## src/design/elr_pkg.sv

```systemverilog
// Package for the ellipse rasterizer: default widths and queue depth, command codes,
// front sequencer states and the last pixel index per step kind.
// No dependencies.
`timescale 1ns / 1ps

package elr_pkg;

   localparam int COORD_BITS_DEFAULT  = 12;
   localparam int RADIUS_BITS_DEFAULT = 11;
   localparam int QUEUE_DEPTH         = 2;

   localparam logic CMD_START = 1'b0;
   localparam logic CMD_STEP  = 1'b1;

   localparam logic [1:0] ARC_LAST_PIXEL  = 2'd3;
   localparam logic [1:0] TAIL_LAST_PIXEL = 2'd1;

   typedef enum logic [2:0] {
      ST_IDLE,
      ST_SQUARE,
      ST_PRODUCT,
      ST_ERROR,
      ST_ARC,
      ST_TAIL
   } front_state_type;

endpackage

```

## src/design/elr_queue.sv

```systemverilog
// Short job queue between the front and the back of the ellipse rasterizer.
// Generic width and depth; takes its default depth from elr_pkg.
`timescale 1ns / 1ps

module elr_queue #(
   parameter int WIDTH = 8,
   parameter int DEPTH = elr_pkg::QUEUE_DEPTH
) (
   input  logic             clock,
   input  logic             reset,
   input  logic             push,
   input  logic [WIDTH-1:0] push_data,
   output logic             full,
   output logic             pop_valid,
   input  logic             pop,
   output logic [WIDTH-1:0] pop_data
);
   import elr_pkg::*;

   localparam int PTR_BITS   = (DEPTH > 1) ? $clog2(DEPTH) : 1;
   localparam int COUNT_BITS = $clog2(DEPTH + 1);
   localparam logic [PTR_BITS-1:0]   LAST_PTR  = PTR_BITS'(DEPTH - 1);
   localparam logic [COUNT_BITS-1:0] FULL_CNT  = COUNT_BITS'(DEPTH);

   logic [WIDTH-1:0]      slot_ff [DEPTH];
   logic [PTR_BITS-1:0]   wr_ptr_ff, wr_ptr_in;
   logic [PTR_BITS-1:0]   rd_ptr_ff, rd_ptr_in;
   logic [COUNT_BITS-1:0] count_ff, count_in;
   logic                  do_push, do_pop;

   assign full      = (count_ff == FULL_CNT);
   assign pop_valid = (count_ff != '0);
   assign pop_data  = slot_ff[rd_ptr_ff];
   assign do_push   = push && !full;
   assign do_pop    = pop && pop_valid;

   always_comb begin
      wr_ptr_in = wr_ptr_ff;
      rd_ptr_in = rd_ptr_ff;
      count_in  = count_ff;
      if (do_push) begin
         wr_ptr_in = (wr_ptr_ff == LAST_PTR) ? '0 : wr_ptr_ff + PTR_BITS'(1);
      end
      if (do_pop) begin
         rd_ptr_in = (rd_ptr_ff == LAST_PTR) ? '0 : rd_ptr_ff + PTR_BITS'(1);
      end
      if (do_push && !do_pop) begin
         count_in = count_ff + COUNT_BITS'(1);
      end else if (do_pop && !do_push) begin
         count_in = count_ff - COUNT_BITS'(1);
      end
   end

   always_ff @(posedge clock) begin
      if (reset) begin
         wr_ptr_ff <= '0;
         rd_ptr_ff <= '0;
         count_ff  <= '0;
      end else begin
         wr_ptr_ff <= wr_ptr_in;
         rd_ptr_ff <= rd_ptr_in;
         count_ff  <= count_in;
      end
   end

   always_ff @(posedge clock) begin
      if (do_push) begin
         slot_ff[wr_ptr_ff] <= push_data;
      end
   end

endmodule

```

## src/design/elr_front.sv

```systemverilog
// Front of the ellipse rasterizer: accepts commands, runs the start setup and
// the error-term iteration, and pushes one pixel job per step. Uses elr_pkg.
`timescale 1ns / 1ps

module elr_front #(
   parameter int COORD_BITS  = elr_pkg::COORD_BITS_DEFAULT,
   parameter int RADIUS_BITS = elr_pkg::RADIUS_BITS_DEFAULT,
   parameter int JOB_BITS    = 2 * COORD_BITS + 2 * RADIUS_BITS + 3
) (
   input  logic                   clock,
   input  logic                   reset,
   input  logic                   req_valid,
   output logic                   req_stall,
   input  logic                   req_command,
   input  logic [COORD_BITS-1:0]  req_center_x,
   input  logic [COORD_BITS-1:0]  req_center_y,
   input  logic [RADIUS_BITS-1:0] req_radius_a,
   input  logic [RADIUS_BITS-1:0] req_radius_b,
   output logic                   push,
   output logic [JOB_BITS-1:0]    push_data,
   input  logic                   full
);
   import elr_pkg::*;

   localparam int R        = RADIUS_BITS;
   localparam int ERR_BITS = 3 * R + 5;
   localparam int PROD_BITS = 3 * R + 3;

   front_state_type state_ff, state_in;

   logic [COORD_BITS-1:0] cx_ff, cx_in, cy_ff, cy_in;
   logic [R-1:0]          a_ff, a_in, b_ff, b_in;
   logic [R:0]            dx_ff, dx_in;
   logic signed [R:0]     dy_ff, dy_in;
   logic [2*R-1:0]        asq_ff, asq_in, bsq_ff, bsq_in;
   logic signed [ERR_BITS-1:0] err_ff, err_in, tx_ff, tx_in, ty_ff, ty_in;

   logic accept, is_start, init_busy;
   logic signed [R+1:0]         bterm;
   logic signed [PROD_BITS-1:0] prod;
   logic signed [ERR_BITS:0]    e2, neg_ty;
   logic signed [ERR_BITS-1:0]  tx_next, ty_next, add_x, sub_y;
   logic                        move_x, move_y, arc_end, tail_done;
   logic [R:0]                  dx_arc, dx_tail;
   logic signed [R:0]           dy_arc;
   logic                        arc_to_tail;

   assign accept   = req_valid && !req_stall;
   assign is_start = (req_command == CMD_START);

   assign bterm  = {1'b0, b_ff, 1'b0} - {{(R + 1){1'b0}}, 1'b1};
   assign prod   = bterm * $signed({1'b0, asq_ff});
   assign e2     = {err_ff, 1'b0};
   assign neg_ty = -((ERR_BITS + 1)'(ty_ff));
   assign move_x = (e2 < (ERR_BITS + 1)'(tx_ff));
   assign move_y = (e2 > neg_ty);
   assign tx_next = tx_ff + ERR_BITS'({bsq_ff, 1'b0});
   assign ty_next = ty_ff - ERR_BITS'({asq_ff, 1'b0});
   assign add_x  = move_x ? tx_next : '0;
   assign sub_y  = move_y ? ty_next : '0;
   assign dx_arc = dx_ff + (R + 1)'(move_x);
   assign dy_arc = dy_ff - (R + 1)'(move_y);
   assign arc_end     = dy_arc[R] || !(move_x || move_y);
   assign arc_to_tail = (dx_arc < {1'b0, a_ff});
   assign dx_tail     = dx_ff + (R + 1)'(1);
   assign tail_done   = (dx_tail >= {1'b0, a_ff});

   always_comb begin
      state_in = state_ff;
      case (state_ff)
         ST_SQUARE:  state_in = ST_PRODUCT;
         ST_PRODUCT: state_in = ST_ERROR;
         ST_ERROR:   state_in = ST_ARC;
         ST_IDLE, ST_ARC, ST_TAIL: begin
            if (accept) begin
               if (is_start) begin
                  state_in = ST_SQUARE;
               end else if (state_ff == ST_ARC) begin
                  state_in = arc_end ? (arc_to_tail ? ST_TAIL : ST_IDLE) : ST_ARC;
               end else if (state_ff == ST_TAIL) begin
                  state_in = tail_done ? ST_IDLE : ST_TAIL;
               end
            end
         end
         default: state_in = ST_IDLE;
      endcase
   end

   always_comb begin
      init_busy = (state_ff inside {ST_SQUARE, ST_PRODUCT, ST_ERROR});
      req_stall = init_busy || full;
      push      = accept && !is_start && (state_ff inside {ST_ARC, ST_TAIL});
      if (state_ff == ST_TAIL) begin
         push_data = {tail_done, 1'b1, cx_ff, cy_ff, dx_tail, {R{1'b0}}};
      end else begin
         push_data = {arc_end && !arc_to_tail, 1'b0, cx_ff, cy_ff, dx_ff,
                      dy_ff[R-1:0]};
      end
   end

   always_comb begin
      cx_in  = cx_ff;
      cy_in  = cy_ff;
      a_in   = a_ff;
      b_in   = b_ff;
      dx_in  = dx_ff;
      dy_in  = dy_ff;
      asq_in = asq_ff;
      bsq_in = bsq_ff;
      err_in = err_ff;
      tx_in  = tx_ff;
      ty_in  = ty_ff;
      case (state_ff)
         ST_SQUARE: begin
            asq_in = a_ff * a_ff;
            bsq_in = b_ff * b_ff;
         end
         ST_PRODUCT: begin
            ty_in = ERR_BITS'(prod);
            tx_in = ERR_BITS'({1'b0, bsq_ff});
         end
         ST_ERROR: begin
            err_in = ERR_BITS'({1'b0, bsq_ff}) - ty_ff;
         end
         default: begin
            if (accept && is_start) begin
               cx_in = req_center_x;
               cy_in = req_center_y;
               a_in  = req_radius_a;
               b_in  = req_radius_b;
               dx_in = '0;
               dy_in = {1'b0, req_radius_b};
            end else if (accept && state_ff == ST_ARC) begin
               dx_in  = dx_arc;
               dy_in  = dy_arc;
               err_in = err_ff + add_x - sub_y;
               if (move_x) begin
                  tx_in = tx_next;
               end
               if (move_y) begin
                  ty_in = ty_next;
               end
            end else if (accept && state_ff == ST_TAIL) begin
               dx_in = dx_tail;
            end
         end
      endcase
   end

   always_ff @(posedge clock) begin
      if (reset) begin
         state_ff <= ST_IDLE;
      end else begin
         state_ff <= state_in;
      end
   end

   always_ff @(posedge clock) begin
      cx_ff  <= cx_in;
      cy_ff  <= cy_in;
      a_ff   <= a_in;
      b_ff   <= b_in;
      dx_ff  <= dx_in;
      dy_ff  <= dy_in;
      asq_ff <= asq_in;
      bsq_ff <= bsq_in;
      err_ff <= err_in;
      tx_ff  <= tx_in;
      ty_ff  <= ty_in;
   end

endmodule

```

## src/design/elr_back.sv

```systemverilog
// Back of the ellipse rasterizer: takes pixel jobs from the queue and emits
// their mirrored pixels, one per transfer, through an output register. Uses elr_pkg.
`timescale 1ns / 1ps

module elr_back #(
   parameter int COORD_BITS  = elr_pkg::COORD_BITS_DEFAULT,
   parameter int RADIUS_BITS = elr_pkg::RADIUS_BITS_DEFAULT,
   parameter int JOB_BITS    = 2 * COORD_BITS + 2 * RADIUS_BITS + 3
) (
   input  logic                         clock,
   input  logic                         reset,
   input  logic                         job_valid,
   output logic                         job_pop,
   input  logic [JOB_BITS-1:0]          job_data,
   output logic                         rsp_valid,
   input  logic                         rsp_stall,
   output logic signed [COORD_BITS+1:0] rsp_pixel_x,
   output logic signed [COORD_BITS+1:0] rsp_pixel_y,
   output logic                         rsp_last_of_step,
   output logic                         rsp_ellipse_done
);
   import elr_pkg::*;

   localparam int C     = COORD_BITS;
   localparam int R     = RADIUS_BITS;
   localparam int P     = C + 2;
   localparam int WIDE  = ((C > R + 1) ? C : R + 1) + 2;

   logic [JOB_BITS-1:0] job_ff, job_in;
   logic                have_ff, have_in;
   logic [1:0]          idx_ff, idx_in;
   logic                rsp_valid_ff, rsp_valid_in;
   logic [P-1:0]        px_ff, px_in, py_ff, py_in;
   logic                last_ff, last_in, done_ff, done_in;

   logic                job_done, job_tail;
   logic [C-1:0]        job_cx, job_cy;
   logic [R:0]          job_dx;
   logic [R-1:0]        job_dy;
   logic                out_load, emit, last, neg_x, neg_y;
   logic [WIDE-1:0]     wx, wy;

   assign {job_done, job_tail, job_cx, job_cy, job_dx, job_dy} = job_ff;

   assign out_load = !rsp_valid_ff || !rsp_stall;
   assign emit     = out_load && have_ff;
   assign last     = job_tail ? (idx_ff == TAIL_LAST_PIXEL) : (idx_ff == ARC_LAST_PIXEL);
   assign job_pop  = job_valid && (!have_ff || (emit && last));
   assign neg_x    = (idx_ff == 2'd1) || (idx_ff == 2'd2);
   assign neg_y    = (idx_ff == 2'd2) || (idx_ff == 2'd3);

   always_comb begin
      wx = neg_x ? (WIDE'(job_cx) - WIDE'(job_dx)) : (WIDE'(job_cx) + WIDE'(job_dx));
      wy = neg_y ? (WIDE'(job_cy) - WIDE'(job_dy)) : (WIDE'(job_cy) + WIDE'(job_dy));
   end

   always_comb begin
      job_in       = job_pop ? job_data : job_ff;
      have_in      = job_pop ? 1'b1 : ((emit && last) ? 1'b0 : have_ff);
      idx_in       = idx_ff;
      rsp_valid_in = emit ? 1'b1 : (out_load ? 1'b0 : rsp_valid_ff);
      px_in        = px_ff;
      py_in        = py_ff;
      last_in      = last_ff;
      done_in      = done_ff;
      if (emit) begin
         idx_in  = last ? 2'd0 : idx_ff + 2'd1;
         px_in   = wx[P-1:0];
         py_in   = wy[P-1:0];
         last_in = last;
         done_in = last && job_done;
      end
      if (job_pop) begin
         idx_in = 2'd0;
      end
   end

   always_ff @(posedge clock) begin
      if (reset) begin
         have_ff      <= 1'b0;
         idx_ff       <= 2'd0;
         rsp_valid_ff <= 1'b0;
      end else begin
         have_ff      <= have_in;
         idx_ff       <= idx_in;
         rsp_valid_ff <= rsp_valid_in;
      end
   end

   always_ff @(posedge clock) begin
      job_ff  <= job_in;
      px_ff   <= px_in;
      py_ff   <= py_in;
      last_ff <= last_in;
      done_ff <= done_in;
   end

   assign rsp_valid        = rsp_valid_ff;
   assign rsp_pixel_x      = px_ff;
   assign rsp_pixel_y      = py_ff;
   assign rsp_last_of_step = last_ff;
   assign rsp_ellipse_done = done_ff;

endmodule

```

## src/design/ellipse_rasterizer.sv

```systemverilog
// The first pixel of a step passes through the job queue, the job register of the
// back and its output register. An arc step gives four pixels, a tail step two,
// through the single result port; steps are taken every cycle while the job
// queue has room. A start is followed by setup states (squares, product, error).
// Reset is synchronous and clears the sequencer, the queue and the output valid.
`timescale 1ns / 1ps

module ellipse_rasterizer #(
   parameter int COORD_BITS  = elr_pkg::COORD_BITS_DEFAULT,
   parameter int RADIUS_BITS = elr_pkg::RADIUS_BITS_DEFAULT
) (
   input  logic                         clock,
   input  logic                         reset,
   input  logic                         req_valid,
   output logic                         req_stall,
   input  logic                         req_command,
   input  logic [COORD_BITS-1:0]        req_center_x,
   input  logic [COORD_BITS-1:0]        req_center_y,
   input  logic [RADIUS_BITS-1:0]       req_radius_a,
   input  logic [RADIUS_BITS-1:0]       req_radius_b,
   output logic                         rsp_valid,
   input  logic                         rsp_stall,
   output logic signed [COORD_BITS+1:0] rsp_pixel_x,
   output logic signed [COORD_BITS+1:0] rsp_pixel_y,
   output logic                         rsp_last_of_step,
   output logic                         rsp_ellipse_done
);
   import elr_pkg::*;

   localparam int JOB_BITS = 2 * COORD_BITS + 2 * RADIUS_BITS + 3;

   logic                push, full, q_valid, q_pop;
   logic [JOB_BITS-1:0] push_data, q_data;

   elr_front #(
      .COORD_BITS(COORD_BITS),
      .RADIUS_BITS(RADIUS_BITS),
      .JOB_BITS(JOB_BITS)
   ) u_front (
      .clock(clock),
      .reset(reset),
      .req_valid(req_valid),
      .req_stall(req_stall),
      .req_command(req_command),
      .req_center_x(req_center_x),
      .req_center_y(req_center_y),
      .req_radius_a(req_radius_a),
      .req_radius_b(req_radius_b),
      .push(push),
      .push_data(push_data),
      .full(full)
   );

   elr_queue #(
      .WIDTH(JOB_BITS),
      .DEPTH(QUEUE_DEPTH)
   ) u_queue (
      .clock(clock),
      .reset(reset),
      .push(push),
      .push_data(push_data),
      .full(full),
      .pop_valid(q_valid),
      .pop(q_pop),
      .pop_data(q_data)
   );

   elr_back #(
      .COORD_BITS(COORD_BITS),
      .RADIUS_BITS(RADIUS_BITS),
      .JOB_BITS(JOB_BITS)
   ) u_back (
      .clock(clock),
      .reset(reset),
      .job_valid(q_valid),
      .job_pop(q_pop),
      .job_data(q_data),
      .rsp_valid(rsp_valid),
      .rsp_stall(rsp_stall),
      .rsp_pixel_x(rsp_pixel_x),
      .rsp_pixel_y(rsp_pixel_y),
      .rsp_last_of_step(rsp_last_of_step),
      .rsp_ellipse_done(rsp_ellipse_done)
   );

endmodule

```

## config.mk

```make
export PLATFORM = sky130hd
export DESIGN_NAME = ellipse_rasterizer
export DESIGN_NICKNAME = d
export VERILOG_FILES = /design/src/design/elr_pkg.sv /design/src/design/elr_queue.sv /design/src/design/elr_front.sv /design/src/design/elr_back.sv /design/src/design/ellipse_rasterizer.sv
export SDC_FILE = /design/constraint.sdc
export NUM_CORES = 2
export LEC_CHECK = 0
export ABC_AREA = 1
export BUFFER_PORTS_ARGS = -buffer_cell sky130_fd_sc_hd__buf_2
export CAP_MARGIN = 20
export CORE_MARGIN = 4
export CORE_UTILIZATION = 55
export DETAILED_ROUTE_END_ITERATION = 6
export GPL_ROUTABILITY_DRIVEN = 1
export GPL_TIMING_DRIVEN = 0
export PLACE_DENSITY_LB_ADDON = 0.12
export SLEW_MARGIN = 20
export SYNTH_ARGS = -nofsm -noshare
export SYNTH_HDL_FRONTEND = slang
export SYNTH_HIERARCHICAL = 1
export SYNTH_SLANG_ARGS = --single-unit
```

## constraint.sdc

```tcl
create_clock -name clock -period 10.17 [get_ports clock]
set_input_delay 2.034 -clock clock [delete_from_list [all_inputs] [get_ports clock]]
set_output_delay 2.034 -clock clock [all_outputs]
set_load 0.01 [all_outputs]
```

Word-level counts from Yosys, hierarchy flattened

Memories as Yosys holds them, arrays and structs flattened. A register that Yosys moved wholly into a read port is not among the register bits.
Cells that the tools add are included.

Flip-flop bits (word level): 269
Memory bits (writable): 98
Input bits: 51
Output and inout bits: 32
Logic and storage cells: 163
Memories: 1

Add/sub/neg operators: 19
Multipliers: 3
$lt $le $gt $ge: 4
Equality and inequality tests: 13
Muxes and demuxes: 40
Bitwise operators: 4
Reduce and logical (&&, ||, !) cells: 56

Memories:

| name            | depth | width | rd ports | clocked after memory_dff | wr ports | RTL line        | source |
|---|---|---|---|---|---|---|---|
| u_queue.slot_ff | 2     | 49    | 1        | 1                        | 1        | elr_queue.sv:25 | `logic [WIDTH-1:0] slot_ff [DEPTH];` |

Operator list:

| operator                                                              | count |
|---|---|
| 38-bit 2-to-1 mux                                                     | 10 |
| 38-bit case mux with 2 select lines                                   | 3 |
| 49-bit 2-to-1 mux                                                     | 1 |
| 11-bit by 11-bit multiplier with 22-bit output                        | 2 |
| 39-bit > comparator                                                   | 1 |
| 39-bit by 38-bit less-than comparator with 1-bit output               | 1 |
| 38-bit negator with 39-bit output                                     | 1 |
| 38-bit by 23-bit adder with 38-bit output                             | 1 |
| 38-bit adder                                                          | 1 |
| 22-bit by 38-bit subtractor with 38-bit output                        | 1 |
| 38-bit by 23-bit subtractor with 38-bit output                        | 1 |
| 38-bit subtractor                                                     | 1 |
| 13-bit by 23-bit multiplier with 36-bit output                        | 1 |
| 12-bit 2-to-1 mux                                                     | 3 |
| 14-bit 2-to-1 mux                                                     | 2 |
| 3-bit 2-to-1 mux                                                      | 7 |
| 2-bit nonzero test                                                    | 10 |
| 1-bit logical AND                                                     | 15 |
| 12-bit by 11-bit adder with 13-bit output                             | 1 |
| 12-bit by 12-bit adder with 13-bit output                             | 1 |
| 12-bit by 1-bit subtractor with 13-bit output (second input constant) | 1 |
| 12-bit by 11-bit subtractor with 13-bit output                        | 1 |
| 12-bit by 12-bit subtractor with 13-bit output                        | 1 |
| 12-bit by 1-bit adder with 12-bit output                              | 1 |
| 28 further kinds                                                      | 71 |

Logic depth before layout (Yosys ltp)

Depth after elaboration: 12
Mapped depth: 47
Depth with buffers taken out: 45

By module

Netlist, hierarchy kept.

By module, submodules not included:

| module    | instances | cells an instance | area each (um^2) | sequential area each (um^2) |
|---|---|---|---|---|
| elr_front | 1         | 4,657             | 36,268.5         | 6,846.6 |
| elr_back  | 1         | 628               | 5,293.8          | 2,452.4 |
| elr_queue | 1         | 189               | 3,821.2          | 3,042.9 |

Worst setup path after synthesis

OpenSTA, ideal clock, no wires.

Kind: reg2reg
Start: reg u_front.b_ff[0]
End: reg u_front.ty_ff[35], data pin
Library setup time: 0.271 ns
Arrival: 6.781 ns
Required time: 9.899 ns
Setup slack: 3.119 ns
Cell stages (with the launch flop): 31
Buffers on the path: 3
Period minus slack after synthesis: 7.051 ns
Cell sequence: edfxtp_1 > buf_2 > inv_2 > clkbuf_1 > ha_1 > inv_1 > nor2_1 > a31o_2 > nand2_1 > inv_1 > clkbuf_1 > nand2_1 > fa_1 > inv_1 > fa_1 > inv_1 > fa_1 > inv_1 > fa_1 > fa_1 > ha_1 > ha_1 > a21oi_1 > inv_1 > a21oi_1 > o21ai_0 > nand3b_1 > a21oi_1 > o211ai_1 > o21ai_0 > o21ai_0

Longest elaborated chain between the ends: 3

Ends and longest elaborated chain:

| item                                           | RTL line         | source |
|---|---|---|
| from (decl)                                    | elr_front.sv:32  | `logic [R-1:0] a_ff, a_in, b_ff, b_in;` |
| from (signal assigned)                         | elr_front.sv:162 | `b_ff <= b_in;` |
| 12-bit by 1-bit subtractor with 13-bit output  | elr_front.sv:51  | `assign bterm = {1'b0, b_ff, 1'b0} - {{(R + 1){1'b0}}, 1'b1};` |
| 13-bit by 23-bit multiplier with 36-bit output | elr_front.sv:52  | `assign prod = bterm * $signed({1'b0, asq_ff});` |
| 38-bit case mux with 2 select lines            | elr_front.sv:113 | `case (state_ff)` |
| via u_front.ty_in[35]                          | elr_front.sv:36  | `logic signed [ERR_BITS-1:0] err_ff, err_in, tx_ff, tx_in, ty_ff, ty_in;` |
| to (signal assigned)                           | elr_front.sv:169 | `ty_ff <= ty_in;` |
| to (decl)                                      | elr_front.sv:36  |  |

The timed path passes the listed nets, and every way through them passes these cells.
A chain may end at the register's enable or synchronous reset.

Worst setup path after layout

Same ends and word-level chain as after synthesis.

==> metrics <==
CP Launch Type flop; cells resized by post-CTS repair 0; worst-path maximum fanout 11; Worst-path clk slew 0.06 ns; Main synth FF type edfxtp_1; MaxCap Viol Count 0; maximum clock frequency 0.111 GHz; Synth Cell Area 0.0454 mm^2; Final Hold Fails 0; slowest CP cell clkbuf_1; Ports 83; detailed-route DRC error count 0; GRT overflow 0; skew final 0.0312 ns; mux share of post-synthesis cell area 1.39%; Cell variety after synth 64; post-synth top area share 26.7%; RSZ-0062 raised after global routing no; R2R Path End u_front/ty_ff[35]$_DFFE_PP_; largest net degree at the start of global routing 54; Num CTS Buffers 48; drt initial violations 3021; crit share post-route 88.7%; clk buf depth 3; Hold EP u_queue/slot_ff[0][37]$_DFFE_PP_; final RePlAce weighted congestion 0.977; worst-skew pair later-pin latency 0.61 ns; R2R Setup Slk 1.15 ns; worst hold stages 0; vias in the first global route 35800; Synth area leaders edfxtp_1 (27%), fa_1 (17%), ha_1 (13%); Die Ht 295 um; Die Footprint 0.0872 mm^2; Post-Route Utilization 60.0%; gr usage total 29.1%; Area growth syn-to-layout 8.46%; largest family of logic cells by synthesized area adder cells; Fillers 7379; post-synthesis simple-gate area fraction 17.9%; Hold Path Origin u_front/cx_ff[2]$_DFFE_PP_; initial antenna violation count 10; fin nets 6540; Reg2Reg Depth 29; Post-synth EDFFs 403; Worst path top cell family by delay adder cells; Slew @ Worst Pin 1.12 ns; flops & latches, synth 415; setup_tns 0 ns; routed vias 36600; Root Buffer clkbuf_16; Crit. End Element flop; DRT Pass-1 Iters 7; hold buffers post-CTS 0; most common cell after layout, fill and taps aside nand2_1; Seq/Total Area, Yosys 27.2%; worst endpoint data arrival time 9.31 ns; port buffer count 82; Yosys warnings 6; Starting Density 55.4%; Critical R2R Launch u_front/b_ff[0]$_DFFE_PP_; DIE WIDTH 295 um; final wirelength 127000 um; Site Rows 105; fin. max-slew vios 0; Final ANT Viol Nets 0; drt via density 5.44; xor-xnor portion of the synthesized cell area 4.28%; share of layout cells above drive strength 1 5.49%; CP dominant cell by count fa_1; Synth Area in Adders 30.2%; CTS Sinks 415; placed wire-length estimate 106000 um; H-tree depth 2; Worst Path Class, Setup reg2reg; Hold WC Path Type reg2reg; cells after synthesis 5474; routed len/inst 18.9 um; Avg Inst Size Synth 8.29 um^2; fin crit period 9.02 ns; most frequent cells in the layout nand2_1 (1167), inv_1 (1081), ha_1 (481); CORE AREA 0.0820 mm^2; CP Data Required Time 10.47 ns; post-CTS setup buffer count 0; outcome finished, final reports clean; worst rel slew slack 25.5%; final setup fails 0; Async S/R FF share, synth 0%; first-pass GRT wire length 196000 um; Compound-Gate Fraction of Synth Area 8.87%; crit path buf inv count 8; Yosys top cell by area edfxtp_1; CTS tree done; max incr delay on CP 0.57 ns
synth_stat cells (21+ instances only):
library cell,number
nand2_1,1167
inv_1,1084
ha_1,481
nor2_1,476
edfxtp_1,403
fa_1,385
a21oi_1,305
o21ai_0,248
xor2_1,174
nand3_1,162
clkbuf_1,86
nor3_1,49
xnor2_1,48
nand4_1,46
mux2_2,40
a31oi_1,33
a21o_1,27
nor4_1,21
cell families after synthesis:
kind of cell | after synthesis
compound gates | 727
xor+xnor | 222
fa+ha+maj | 866
buf+inv | 1209
flops | 415
mux | 53
other cells | 2
simple gates | 1980
final cells by class:
cell class,instances,area [um^2],area share (%)
buffer,110,488,0.991
antenna,1,2.50,0.00508
sequential,415,12300,25.1
tap,1070,1340,2.72
inverter,1099,4130,8.39
clock inverter,29,442,0.897
multi-input combinational,3858,28500,58.0
clock buffer,61,1320,2.68
timing repair buffer,91,636,1.29
state kept, by name, summed over array words and instances (netlist names), 21 cells and up, named ones only:
| name | cells |
|---|---|
| u_front/bsq_ff | 21 |
| u_front/ty_ff | 38 |
| u_queue/slot_ff | 98 |
| u_front/tx_ff | 38 |
| u_back/job_ff | 49 |
| u_front/asq_ff | 21 |
| u_front/err_ff | 38 |
worst register-to-register path: cells and delay by family, from the launching register on:
kind,cells,cell delay [ns]
AO/OA/AOI/OAI,7,1.46
adder cells (fa/ha/maj),8,3.77
buffers and inverters,8,1.96
flip-flops,1,0.50
AND/OR/NAND/NOR,6,1.01
worst max path at each step:
stage                                    from                     endpoint  slack (ns)  cells after the start
finish              u_front/b_ff[0]$_DFFE_PP_  u_front/ty_ff[35]$_DFFE_PP_        1.15                     29
floorplan           u_front/b_ff[0]$_DFFE_PP_  u_front/ty_ff[35]$_DFFE_PP_        3.12                     30
detailed placement  u_front/b_ff[0]$_DFFE_PP_  u_front/ty_ff[30]$_DFFE_PP_        1.19                     30
global placement    u_front/b_ff[0]$_DFFE_PP_  u_front/ty_ff[30]$_DFFE_PP_        1.25                     31
global route        u_front/b_ff[0]$_DFFE_PP_  u_front/ty_ff[36]$_DFFE_PP_        0.58                     29
CTS                 u_front/b_ff[0]$_DFFE_PP_  u_front/ty_ff[30]$_DFFE_PP_        1.12                     31
stage by stage:
stage / area, um^2 / setup WS [ns] / instances / hold slack [ns]
finish: 49200 / 1.15 / 6734 / 0.443
global route: 49200 / 0.584 / 6733 / 0.448
CTS: 49200 / 1.12 / 6733 / 0.441
detailed placement: 47500 / 1.19 / 6643 / 0.429
global placement: 47200 / 1.25 / 6634 / 0.423
floorplan: 45400 / 3.12 / 5482 / 0.421
per-layer routing:
| layer | track usage, % | vias to the layer above | wire length, um | part of all wire (%) |
|---|---|---|---|---|
| met3 | 4.54 | 210 | 9670 | 7.6 |
| li1 | - | 17800 | - | - |
| met1 | 41.5 | 17500 | 56300 | 44 |
| met5 | 0 | - | 13 | 0.010 |
| met2 | 45.8 | 1153 | 56200 | 44 |
| met4 | 9.88 | 2 | 4850 | 3.8 |
Power is left out: the tool's default activity adds up to more than one toggle a clock period on the data nets, which glitch-free logic cannot reach.
